File: src/pcpa_pkg.sv
// Shared constants, types and helper functions of the per-CPU page allocator.
package pcpa_pkg;

  localparam int CPU_COUNT = 8;
  localparam int PAGE_COUNT = 32768;
  localparam int PAGE_BYTES = 4096;

  localparam int CPU_W = (CPU_COUNT > 1) ? $clog2(CPU_COUNT) : 1;
  localparam int IDX_W = (PAGE_COUNT > 1) ? $clog2(PAGE_COUNT) : 1;
  localparam int OFF_W = $clog2(PAGE_BYTES);
  localparam int COUNT_W = 16;

  localparam logic OP_ALLOC = 1'b0;
  localparam logic OP_FREE = 1'b1;

  localparam logic [1:0] ST_OK = 2'd0;
  localparam logic [1:0] ST_OOM = 2'd1;
  localparam logic [1:0] ST_BAD = 2'd2;

  localparam logic CFG_REGION_START = 1'b0;
  localparam logic CFG_REGION_END = 1'b1;

  localparam logic [31:0] REGION_START_RESET = 32'h8000_0000;
  localparam logic [31:0] REGION_END_RESET = 32'h8800_0000;

  typedef struct packed {
    logic found;
    logic [CPU_W-1:0] cpu;
  } pick_t;

  function automatic logic [CPU_W-1:0] cpu_mod(input logic [2:0] value);
    logic [3:0] rem;
    rem = {1'b0, value};
    for (int i = 0; i < 8; i++) begin
      if (rem >= 4'(CPU_COUNT)) begin
        rem = rem - 4'(CPU_COUNT);
      end
    end
    return CPU_W'(rem);
  endfunction

endpackage

File: src/pcpa_pick.sv
// Round-robin pick of the first non-empty free list starting at the requesting CPU.
module pcpa_pick (
  input  logic [pcpa_pkg::CPU_COUNT-1:0] nonempty,
  input  logic [pcpa_pkg::CPU_W-1:0]     start,
  output pcpa_pkg::pick_t                pick
);

  logic [pcpa_pkg::CPU_W:0]   sum;
  logic [pcpa_pkg::CPU_W-1:0] cand;

  always_comb begin
    pick = '0;
    sum = '0;
    cand = '0;
    for (int k = pcpa_pkg::CPU_COUNT - 1; k >= 0; k--) begin
      sum = {1'b0, start} + (pcpa_pkg::CPU_W + 1)'(k);
      if (sum >= (pcpa_pkg::CPU_W + 1)'(pcpa_pkg::CPU_COUNT)) begin
        sum = sum - (pcpa_pkg::CPU_W + 1)'(pcpa_pkg::CPU_COUNT);
      end
      cand = pcpa_pkg::CPU_W'(sum);
      if (nonempty[cand]) begin
        pick.found = 1'b1;
        pick.cpu = cand;
      end
    end
  end

endmodule

File: config.mk
export PLATFORM = sky130hd
export DESIGN_NAME = pcpa_pick
export DESIGN_NICKNAME = d
export VERILOG_FILES = /design/src/pcpa_pkg.sv /design/src/pcpa_pick.sv
export SDC_FILE = /design/constraint.sdc
export NUM_CORES = 1
export LEC_CHECK = 0
export ABC_AREA = 1
export BUFFER_PORTS_ARGS = -buffer_cell sky130_fd_sc_hd__buf_2
export CAP_MARGIN = 20
export CORE_UTILIZATION = 50
export DETAILED_ROUTE_END_ITERATION = 6
export PLACE_DENSITY = 0.73
export SKIP_LAST_GASP = 1
export SYNTH_ARGS = -nofsm -noshare
export SYNTH_HDL_FRONTEND = slang
export SYNTH_SLANG_ARGS = --single-unit
File: constraint.sdc
create_clock -name vclk -period 3.64
set_input_delay 0.182 -clock vclk [all_inputs]
set_output_delay 0.182 -clock vclk [all_outputs]
set_load 0.02 [all_outputs]
======== Word level (Yosys, flattened, before mapping) ========
Cells that the tools add are included.
operators by class
  magnitude comparators ................... 16
  add/subtract/negate cells ............... 15
  muxes and demuxes ....................... 32
operators with widths
  operator               count
  $lt A3 B4 Y1 const B   8
  $mux W4                8
  $ge A4 B4 Y1 const B   7
  $bmux W1 S3            8
  $mux W3                8
  $sub A3 B1 Y3 const B  8
  $add A3 B3 Y4 const B  4
  $add A3 B2 Y4 const B  2
  $mux W1                8
  $add A3 B1 Y4 const B  1
  $ge A3 B4 Y1 const B   1
word-level totals
  output and inout port bits .............. 4
  logic and storage cells ................. 63
  bits of input ports ..................... 11
  flip-flop bits (word level) ............. 0

======== Logic depth before layout (Yosys ltp) ========
Gate-level depths: netlist of run 1.
  depth after elaboration ................. 13
  mapped depth ............................ 17
  gate-level depth less buffers ........... 15

======== Worst setup path before layout of run 1 ========
No wires, ideal clock.
  kind .................................... input port to output port
  from .................................... in start[0] (netlist bit)
  to ...................................... out pick[0] (netlist bit)
  path slack .............................. 1579 ps
  stages on the path ...................... 13
  data required time ...................... 3458 ps
  data arrival time ....................... 1879 ps
  cells stage by stage .................... buf_6 > inv_6 > buf_12 > ha_1 > buf_6 > inv_2 > nand3_2 > and2_4 > nand2_2 > nand2_2 > a31oi_2 > a21oi_1 > o21ai_1
RTL lines
  what                line            RTL
  start: declaration  pcpa_pick.sv:4  input logic [pcpa_pkg::CPU_W-1:0] start,
  end: declaration    pcpa_pick.sv:5  output pcpa_pkg::pick_t pick

==> results of run 1 <==
per-stage QoR:
step / worst slack (ns) / power [mW] / instances / area [sq um]
finish: 1.25 / 0.172 / 154 / 835
global route: 1.06 / 0.192 / 154 / 835
CTS: 1.25 / 0.171 / 154 / 835
detailed placement: 1.26 / 0.170 / 154 / 835
global placement: 1.35 / 0.169 / 154 / 835
floorplan: 1.58 / 0.140 / 128 / 795
layer usage:
metal / global-route usage / vias up / routed length, um
li1: - / 444 / -
met1: 0.324 / 391 / 849
met2: 0.431 / 29 / 971
met3: 0.00870 / 2 / 102
met4: 0.0323 / 0 / 8
met5: 0 / - / 0
synth_stat cells, drive strengths merged, types with 2 or more instances:
cell    n
o21ai   3
inv    14
buf     5
a21oi   8
ha      2
nand2  48
nand3  36
nor2    4
cells in the final DEF, fill, tap and decap left out:
| cell type | count |
|---|---|
| sky130_fd_sc_hd__nand2_1 | 34 |
| sky130_fd_sc_hd__nand3_1 | 22 |
| sky130_fd_sc_hd__buf_2 | 15 |
| sky130_fd_sc_hd__nand3_2 | 14 |
| sky130_fd_sc_hd__inv_1 | 9 |
| sky130_fd_sc_hd__nand2_4 | 8 |
| sky130_fd_sc_hd__nand2_2 | 6 |
| sky130_fd_sc_hd__a21oi_1 | 6 |
| sky130_fd_sc_hd__inv_2 | 4 |
| sky130_fd_sc_hd__o21ai_1 | 3 |
| sky130_fd_sc_hd__nor2_1 | 2 |
| sky130_fd_sc_hd__a21oi_2 | 2 |
| sky130_fd_sc_hd__ha_1 | 2 |
| sky130_fd_sc_hd__xor2_1 | 1 |
| sky130_fd_sc_hd__inv_6 | 1 |
| sky130_fd_sc_hd__clkinv_2 | 1 |
| sky130_fd_sc_hd__and2_4 | 1 |
| sky130_fd_sc_hd__xnor2_1 | 1 |
| sky130_fd_sc_hd__nor2_4 | 1 |
| sky130_fd_sc_hd__nand4_1 | 1 |
| sky130_fd_sc_hd__a31oi_2 | 1 |
| sky130_fd_sc_hd__nor2_2 | 1 |
| sky130_fd_sc_hd__a221oi_1 | 1 |
| sky130_fd_sc_hd__nor3_1 | 1 |
worst max-delay path, cell delays in order:
cell	delay, ns
sky130_fd_sc_hd__buf_2	0.22
sky130_fd_sc_hd__clkinv_2	0.18
sky130_fd_sc_hd__ha_1	0.53
sky130_fd_sc_hd__inv_2	0.12
sky130_fd_sc_hd__nand3_1	0.16
sky130_fd_sc_hd__nand3_2	0.12
sky130_fd_sc_hd__nand2_2	0.10
sky130_fd_sc_hd__a21oi_1	0.07
sky130_fd_sc_hd__nand3_1	0.10
sky130_fd_sc_hd__nand2_1	0.05
sky130_fd_sc_hd__nand2_1	0.05
sky130_fd_sc_hd__nand2_1	0.06
sky130_fd_sc_hd__a21oi_2	0.11
sky130_fd_sc_hd__buf_2	0.17
where the power goes:
group	total [mW]	leakage (nW)	switching (mW)	internal, mW
combinational	0.172	0.463	0.113	0.0596
clock	0	0	0	0
sequential	0	0	0	0
cells by family (layout without fill, tap and decap cells):
group,after synthesis,in the layout,share of synthesized area
AO/OA/AOI/OAI,13,13,0.106
XOR/XNOR,2,2,0.0221
adder cells (fa/ha/maj),2,2,0.0315
buffers and inverters,20,30,0.148
AND/OR/NAND/NOR,91,91,0.693
worst min path at each step:
stage                start  endpoint  slack, ns  cells past startpoint
6_report          start[1]   pick[1]       0.88                      4
5_1_grt           start[1]   pick[1]       0.91                      4
4_1_cts           start[1]   pick[1]       0.88                      4
3_5_place_dp      start[1]   pick[1]       0.88                      4
3_3_place_gp      start[1]   pick[1]       0.90                      4
2_1_floorplan  nonempty[0]   pick[2]       0.69                      5
cell type report:
class	count	area, sq um	area share
multi-input cells	108	677	0.811
inverters	15	62.6	0.0750
repair buffers	15	75.1	0.0900
well taps	16	20.0	0.0240
==> results.cfg, run 1 <==
[layout]
utilization_after_layout = 0.561
sequential_cell_area_sq_um = 0
layout.clock_buffers = 0
n_antenna_cell = 0
fraction_of_final_layout_cells_with_drive_strength_greater_than_1 = 0.399
syn2layout_area_growth_pct = 5.04
layout.nets = 153
layout.filler_cells = 152
sequential_cell_total = 0

[sta]
timing.final.crit_period_ns = 2.39
final.period_utilization = 0.658
timing.hold.ws_ns = 0.877
timing_hold_violations_final = 0
report.final.setup_viol = 0
maxClockFrequency_mhz = 418
rsz0062_at_grt = no
final-max-slew-violation-count = 0
headroom_to_the_max_slew_limit = 0.769
worst_slew_pin_slew_ns = 0.346
finalSetupTns_ns = 0

[setup_path]
critical_path_required_ns = 3.46
crit_path_end_kind = output port
cp-startpoint = start[1]
worst_ep_arrival_time_ns = 2.21
critical_path.endpoint = pick[1]
path_class = in -> out
crit_path_max_fanout = 10
critPathLaunchType = primary input

[hold_path]
hp-class = in -> out

[route]
drtAntennaViolNets = 0
drc = 0
drtIter0Drc = 34
routed_wire_length_per_instance_um = 12.5
drt_first_pass_iters = 4
finalWirelength_mm = 1.93
dr_total_vias = 866
vias_per_cell = 5.62

[clock_tree]
cts_hold_repair_buffers = 0
post_cts_resized = 0
cts.repair_timing.setup_buffer_count = 0

[yosys]
synth_cell_types = 27
post-synth-top-area-cell = sky130_fd_sc_hd__nand3_2
post_synthesis_instance_area_sq_um = 795
synth.avg_cell_area_sq_um = 6.21
syn_inst = 128
synth_top_area_frac = 0.176
postSynthNetCount = 141
synth-warning-count = 0
ys_top_cells_by_area = sky130_fd_sc_hd__nand3_2 (18%), sky130_fd_sc_hd__nand2_1 (16%), sky130_fd_sc_hd__nand3_1 (14%)
ys_seq_area_frac = 0

[floorplan]
design.die.area_sq_um = 1750
start_util = 0.534
floorplan.die.height_um = 41.9
rows = 14
core-area_sq_um = 1490
ios = 15
die_width_um = 41.9

[power_and_ir_drop]
power_leakage_nw = 0.463
power_density_nw_per_um2 = 207
vdd_drop_max_v = 0.0000758

[global_routing]
grt_util_all_layers = 0.240
grt_max_degree = 12
grt_first_pass_wirelength_mm = 3.48
globalRouteOverflowTotal = 0
grt_antenna_before_repair = 0
grt_pass1_vias = 817

[placed_design]
numPortBuffers = 15
globalplace.congestion = 0.918
post-dp-hpwl_mm = 1.66

[status]
run_status = completed

[run]
drv_cap = 0
No activity file was read; power rests on OpenSTA's default activity.
==> inputs of run 2 (changes only) <==
==> constraint.sdc (replaced) <==
create_clock -name vclk -period 2.47
set_input_delay 0.1235 -clock vclk [all_inputs]
set_output_delay 0.1235 -clock vclk [all_outputs]
set_load 0.02 [all_outputs]
==> run 2 against run 1 <==
  * Power is 51% higher
  * Utilization is 2.0 points higher
  * Count of clock-buffer cells in the layout stayed put
  * Highest routed layer unchanged
  * Final area is 3.6% higher
  * Critical path depth is 1 higher
  * First-iteration DRC count is 15% lower
  * Sequential share of layout area stayed put
==> results.cfg, run 2 (synthesized netlist as in run 1, its figures left out) <==
[layout]
layout.clock_buffers = 0
sequential_cell_area_sq_um = 0
sequential_cell_total = 0
final_common_cell = sky130_fd_sc_hd__nand2_1
layout.filler_cells = 159
post-route-cell-area_sq_um = 865
layout.nets = 157
utilization_after_layout = 0.581
mostFrequentLayoutCells = sky130_fd_sc_hd__nand2_1 (34), sky130_fd_sc_hd__nand3_1 (22), sky130_fd_sc_hd__buf_2 (15)
fraction_of_final_layout_cells_with_drive_strength_greater_than_1 = 0.415
area_taken_by_multi_input_logic_gates_sq_um = 677
syn2layout_area_growth_pct = 8.82
n_antenna_cell = 0

[global_routing]
grt_antenna_before_repair = 0
grt_util_all_layers = 0.234
grt_first_pass_wirelength_mm = 3.31
globalRouteOverflowTotal = 0
grt_max_degree = 11
grt_pass1_vias = 780

[route]
vias_per_cell = 5.72
met3RoutedLength_um = 89
m1WireLength_um = 826
finalWirelength_mm = 1.99
dr_wl_met2_mm = 1.03
drtIter0Drc = 29
drc = 0
dr_total_vias = 904
drt_first_pass_iters = 4
routed_wire_length_per_instance_um = 12.6
drtAntennaViolNets = 0
top_layer_used = met4

[power_and_ir_drop]
power_density_nw_per_um2 = 301
post-layout-total-power_uw = 260
power_leakage_nw = 0.482
vdd_drop_max_v = 0.000144

[floorplan]
rows = 14
start_util = 0.534
die_width_um = 41.9
design.die.area_sq_um = 1750
core-area_sq_um = 1490
ios = 15
floorplan.die.height_um = 41.9

[setup_path]
path_class = in -> out
cp-startpoint = start[0]
crit_path_top_delay_cell = sky130_fd_sc_hd__ha_1
cp.depth = 15
worst_ep_arrival_time_ns = 1.87
crit_family = simple AND/OR/NAND/NOR gates
critical_path_buf_inv_count = 4
critPathLaunchType = primary input
crit_path_max_fanout = 8
critical_path_required_ns = 2.35
cpMostUsedCell = sky130_fd_sc_hd__nand2_1
crit_path_cell_trace = buf_2, inv_6, ha_1, inv_2, nand3_1, nand3_2, nand2_2, nor2_1, nand2_1, nand3_1, nand2_1, nand2_1, nand2_1, a21oi_2, buf_2
crit_path_end_kind = output port
crit_path_max_incr_delay_ns = 0.42

[placed_design]
post-dp-hpwl_mm = 1.72
numPortBuffers = 15
placed_cell_area_sq_um = 865
globalplace.congestion = 0.916

[sta]
timing.hold.ws_ns = 0.801
finalSetupTns_ns = 0
worst_slew_pin_slew_ns = 0.325
rsz0062_at_grt = no
final.period_utilization = 0.806
final-max-slew-violation-count = 0
timing.final.crit_period_ns = 1.99
maxClockFrequency_mhz = 502
headroom_to_the_max_slew_limit = 0.784
timing_hold_violations_final = 0
report.final.setup_viol = 0

[hold_path]
whs_path_depth = 6
min_from = nonempty[1]
hp-class = in -> out

[status]
run_status = completed

[run]
drv_cap = 0

[clock_tree]
post_cts_resized = 0
cts_hold_repair_buffers = 0
cts.repair_timing.setup_buffer_count = 0
[run 2: path summary, 6_finish.rpt]
kind              endpoint  slack (ns)
setup / recovery   pick[1]        0.48
hold / removal     pick[3]        0.80
[run 2: report_power, final]
part           total, mW  switching [mW]  internal (mW)  leakage [nW]
Sequential             0               0              0             0
Clock                  0               0              0             0
Combinational      0.260           0.168         0.0920         0.482
[run 2: cell type report]
cell class	instances	area share
Timing Repair Buffer	19	0.122
Tap cell	16	0.0232
Inverter	15	0.0724
Multi-Input combinational cell	108	0.783
[run 2: metrics by stage]
step | std cells | worst slack [ns]
after global routing | 158 | 0.328
after detailed placement | 158 | 0.495
after floorplan | 128 | 0.526
final | 158 | 0.479
after global placement | 158 | 0.546
after CTS | 158 | 0.490
[run 2: layer usage]
metal  track usage  vias up
met5             0        -
met4        0.0387        0
met3       0.00435        6
met2         0.416       35
met1         0.318      411
li1              -      452
==> inputs of run 3 (changes only) <==
--- a/config.mk
+++ b/config.mk
@@ -10,7 +10,7 @@
 export CAP_MARGIN = 20
 export CORE_UTILIZATION = 50
 export DETAILED_ROUTE_END_ITERATION = 6
-export PLACE_DENSITY = 0.73
+export PLACE_DENSITY = 0.76
 export SKIP_LAST_GASP = 1
 export SYNTH_ARGS = -nofsm -noshare
 export SYNTH_HDL_FRONTEND = slang
==> constraint.sdc (replaced) <==
create_clock -name vclk -period 1.7
set_input_delay 0.085 -clock vclk [all_inputs]
set_output_delay 0.085 -clock vclk [all_outputs]
set_load 0.02 [all_outputs]
==> run 3 against run 2 <==
  * The run now ends with negative setup slack left
  * Via count is 3.7% higher
  * Combinational power is 88% higher
  * Sequential cell count stayed put
  * Final cell count is 3.2% higher
  * Critical path depth stayed put
  * Sequential share of layout area stayed put
  * Power is 88% higher
  * Global-route usage is 1.8 points higher
  * Setup slack worse by 0.49 ns
  * Utilization is 14 points higher
  * Largest cell class unchanged
==> results.cfg, run 3 (synthesized netlist as in run 1, its figures left out) <==
[route]
routed_wire_length_per_instance_um = 14.6
drtAntennaViolNets = 0
drt_first_pass_iters = 4
drtIter0Drc = 47
finalWirelength_mm = 2.38
vias_per_cell = 5.75
drc = 0
dr_total_vias = 937

[layout]
utilization_after_layout = 0.724
mostFrequentLayoutCells = sky130_fd_sc_hd__nand2_1 (31), sky130_fd_sc_hd__nand3_2 (20), sky130_fd_sc_hd__nand3_1 (13)
n_antenna_cell = 0
layout.clock_buffers = 0
syn2layout_area_growth_pct = 35.7
post-route-cell-area_sq_um = 1080
final_common_cell = sky130_fd_sc_hd__nand2_1
sequential_cell_area_sq_um = 0
sequential_cell_total = 0
layout.nets = 162
fraction_of_final_layout_cells_with_drive_strength_greater_than_1 = 0.537
layout.filler_cells = 124
finish.cell_count_without_fillers = 163

[setup_path]
critPathLaunchType = primary input
path_class = in -> out
crit_path_top_delay_cell = sky130_fd_sc_hd__ha_4
crit_path_cell_trace = buf_8, clkinv_4, ha_4, inv_8, nand3_4, and2_4, nand3_2, nand3_2, nand2_1, nand2_1, nand2_1, nand2_1, nand2_2, a21oi_2, buf_4
crit_path_end_kind = output port
crit_path_max_fanout = 6
worst_ep_arrival_time_ns = 1.63
cpMostUsedCell = sky130_fd_sc_hd__nand2_1
crit_path_max_incr_delay_ns = 0.35
critical_path_required_ns = 1.62

[placed_design]
post-dp-hpwl_mm = 1.81
globalplace.congestion = 0.917
numPortBuffers = 15
placed_cell_area_sq_um = 968
placed_cells_incl_taps = 162

[floorplan]
ios = 15
rows = 14
die_width_um = 41.9
design.die.area_sq_um = 1750
core-area_sq_um = 1490
start_util = 0.534
floorplan.die.height_um = 41.9

[sta]
final.period_utilization = 1.01
rsz0062_at_grt = yes
maxClockFrequency_mhz = 585
timing.final.crit_period_ns = 1.71
timing.hold.ws_ns = 0.703
headroom_to_the_max_slew_limit = 0.818
timing_hold_violations_final = 0
worst_slew_pin_slew_ns = 0.271
setup_slack_ns = -0.0107
final-max-slew-violation-count = 0
report.final.setup_viol = 1

[power_and_ir_drop]
p_sw_frac = 0.603
p_sw_uw = 295
power_leakage_nw = 0.559
combPwrFrac = 1.000
seq_power_share = 0
p_clk_frac = 0
post-layout-total-power_uw = 489
vdd_drop_max_v = 0.000279
power_density_nw_per_um2 = 453
internal-power_uw = 194

[global_routing]
grt_antenna_before_repair = 0
grt_max_degree = 9
grt_first_pass_wirelength_mm = 3.62
globalRouteOverflowTotal = 0
grt_pass1_vias = 882
grt_util_all_layers = 0.252

[status]
failed_checks = negative setup slack
run_status = finished with violations

[hold_path]
whs_path_depth = 6
hp-class = in -> out

[run]
drv_cap = 0

[clock_tree]
cts_hold_repair_buffers = 0
==> run 3: changes by cell type in the layout (fill, tap and decap cells not counted), moves of 2 or more <==
cell and delta:
sky130_fd_sc_hd__nand3_2 +6, sky130_fd_sc_hd__buf_6 +2, sky130_fd_sc_hd__buf_2 -5, sky130_fd_sc_hd__buf_12 +2
sky130_fd_sc_hd__nand2_1 -3, sky130_fd_sc_hd__nand2_4 +2, sky130_fd_sc_hd__buf_4 +5, sky130_fd_sc_hd__nand3_1 -9
sky130_fd_sc_hd__nand3_4 +3
==> run 3: path summary, 6_finish.rpt <==
check	startpoint	end	slack (ns)
worst min-delay path	nonempty[3]	pick[3]	0.70
worst max-delay path	start[1]	pick[2]	-0.01
==> run 3: final cells by class <==
class	instances	area (sq um)	area share
repair buffers	24	195	0.181
well taps	16	20.0	0.0186
multi-input cells	108	790	0.732
inverters	15	73.8	0.0684
==> run 3: worst max-delay path, delay by kind of cell <==
| family | cells | cell delay (ns) |
|---|---|---|
| adders and majority gates | 1 | 0.35 |
| AOI/OAI and AO/OA | 1 | 0.13 |
| and+or+nand+nor | 9 | 0.71 |
| buffers and inverters | 4 | 0.34 |
==> run 3: metrics by stage <==
step,TNS (ns),worst slack (ns)
after floorplan,0,0.000481
after global routing,-0.105,-0.0600
final,-0.0107,-0.0107
after CTS,0,0.0106
after detailed placement,-0.00589,-0.00589
after global placement,0,0.0244
==> run 3: repair_timing <==
| item | 4_1_cts | 5_1_grt |
|---|---|---|
| pin swaps | 1 | 8 |
| endpoints found under the setup margin | 1 | 3 |
| setup buffers | 0 | 1 |
| gates resized for setup | 1 | 23 |
==> run 3: power groups by stage <==
stage | Combinational [mW] | Sequential, mW | Clock (mW)
finish | 0.489 | 0 | 0
floorplan | 0.324 | 0 | 0
CTS | 0.426 | 0 | 0
global placement | 0.412 | 0 | 0
detailed placement | 0.422 | 0 | 0
global route | 0.524 | 0 | 0
==> run 3: metal layers <==
metal	vias to the layer above	routed length, um	track usage
li1	462	-	-
met1	422	970	0.324
met2	43	1190	0.453
met3	10	140	0.0261
met4	0	71	0.0452
met5	-	0	0
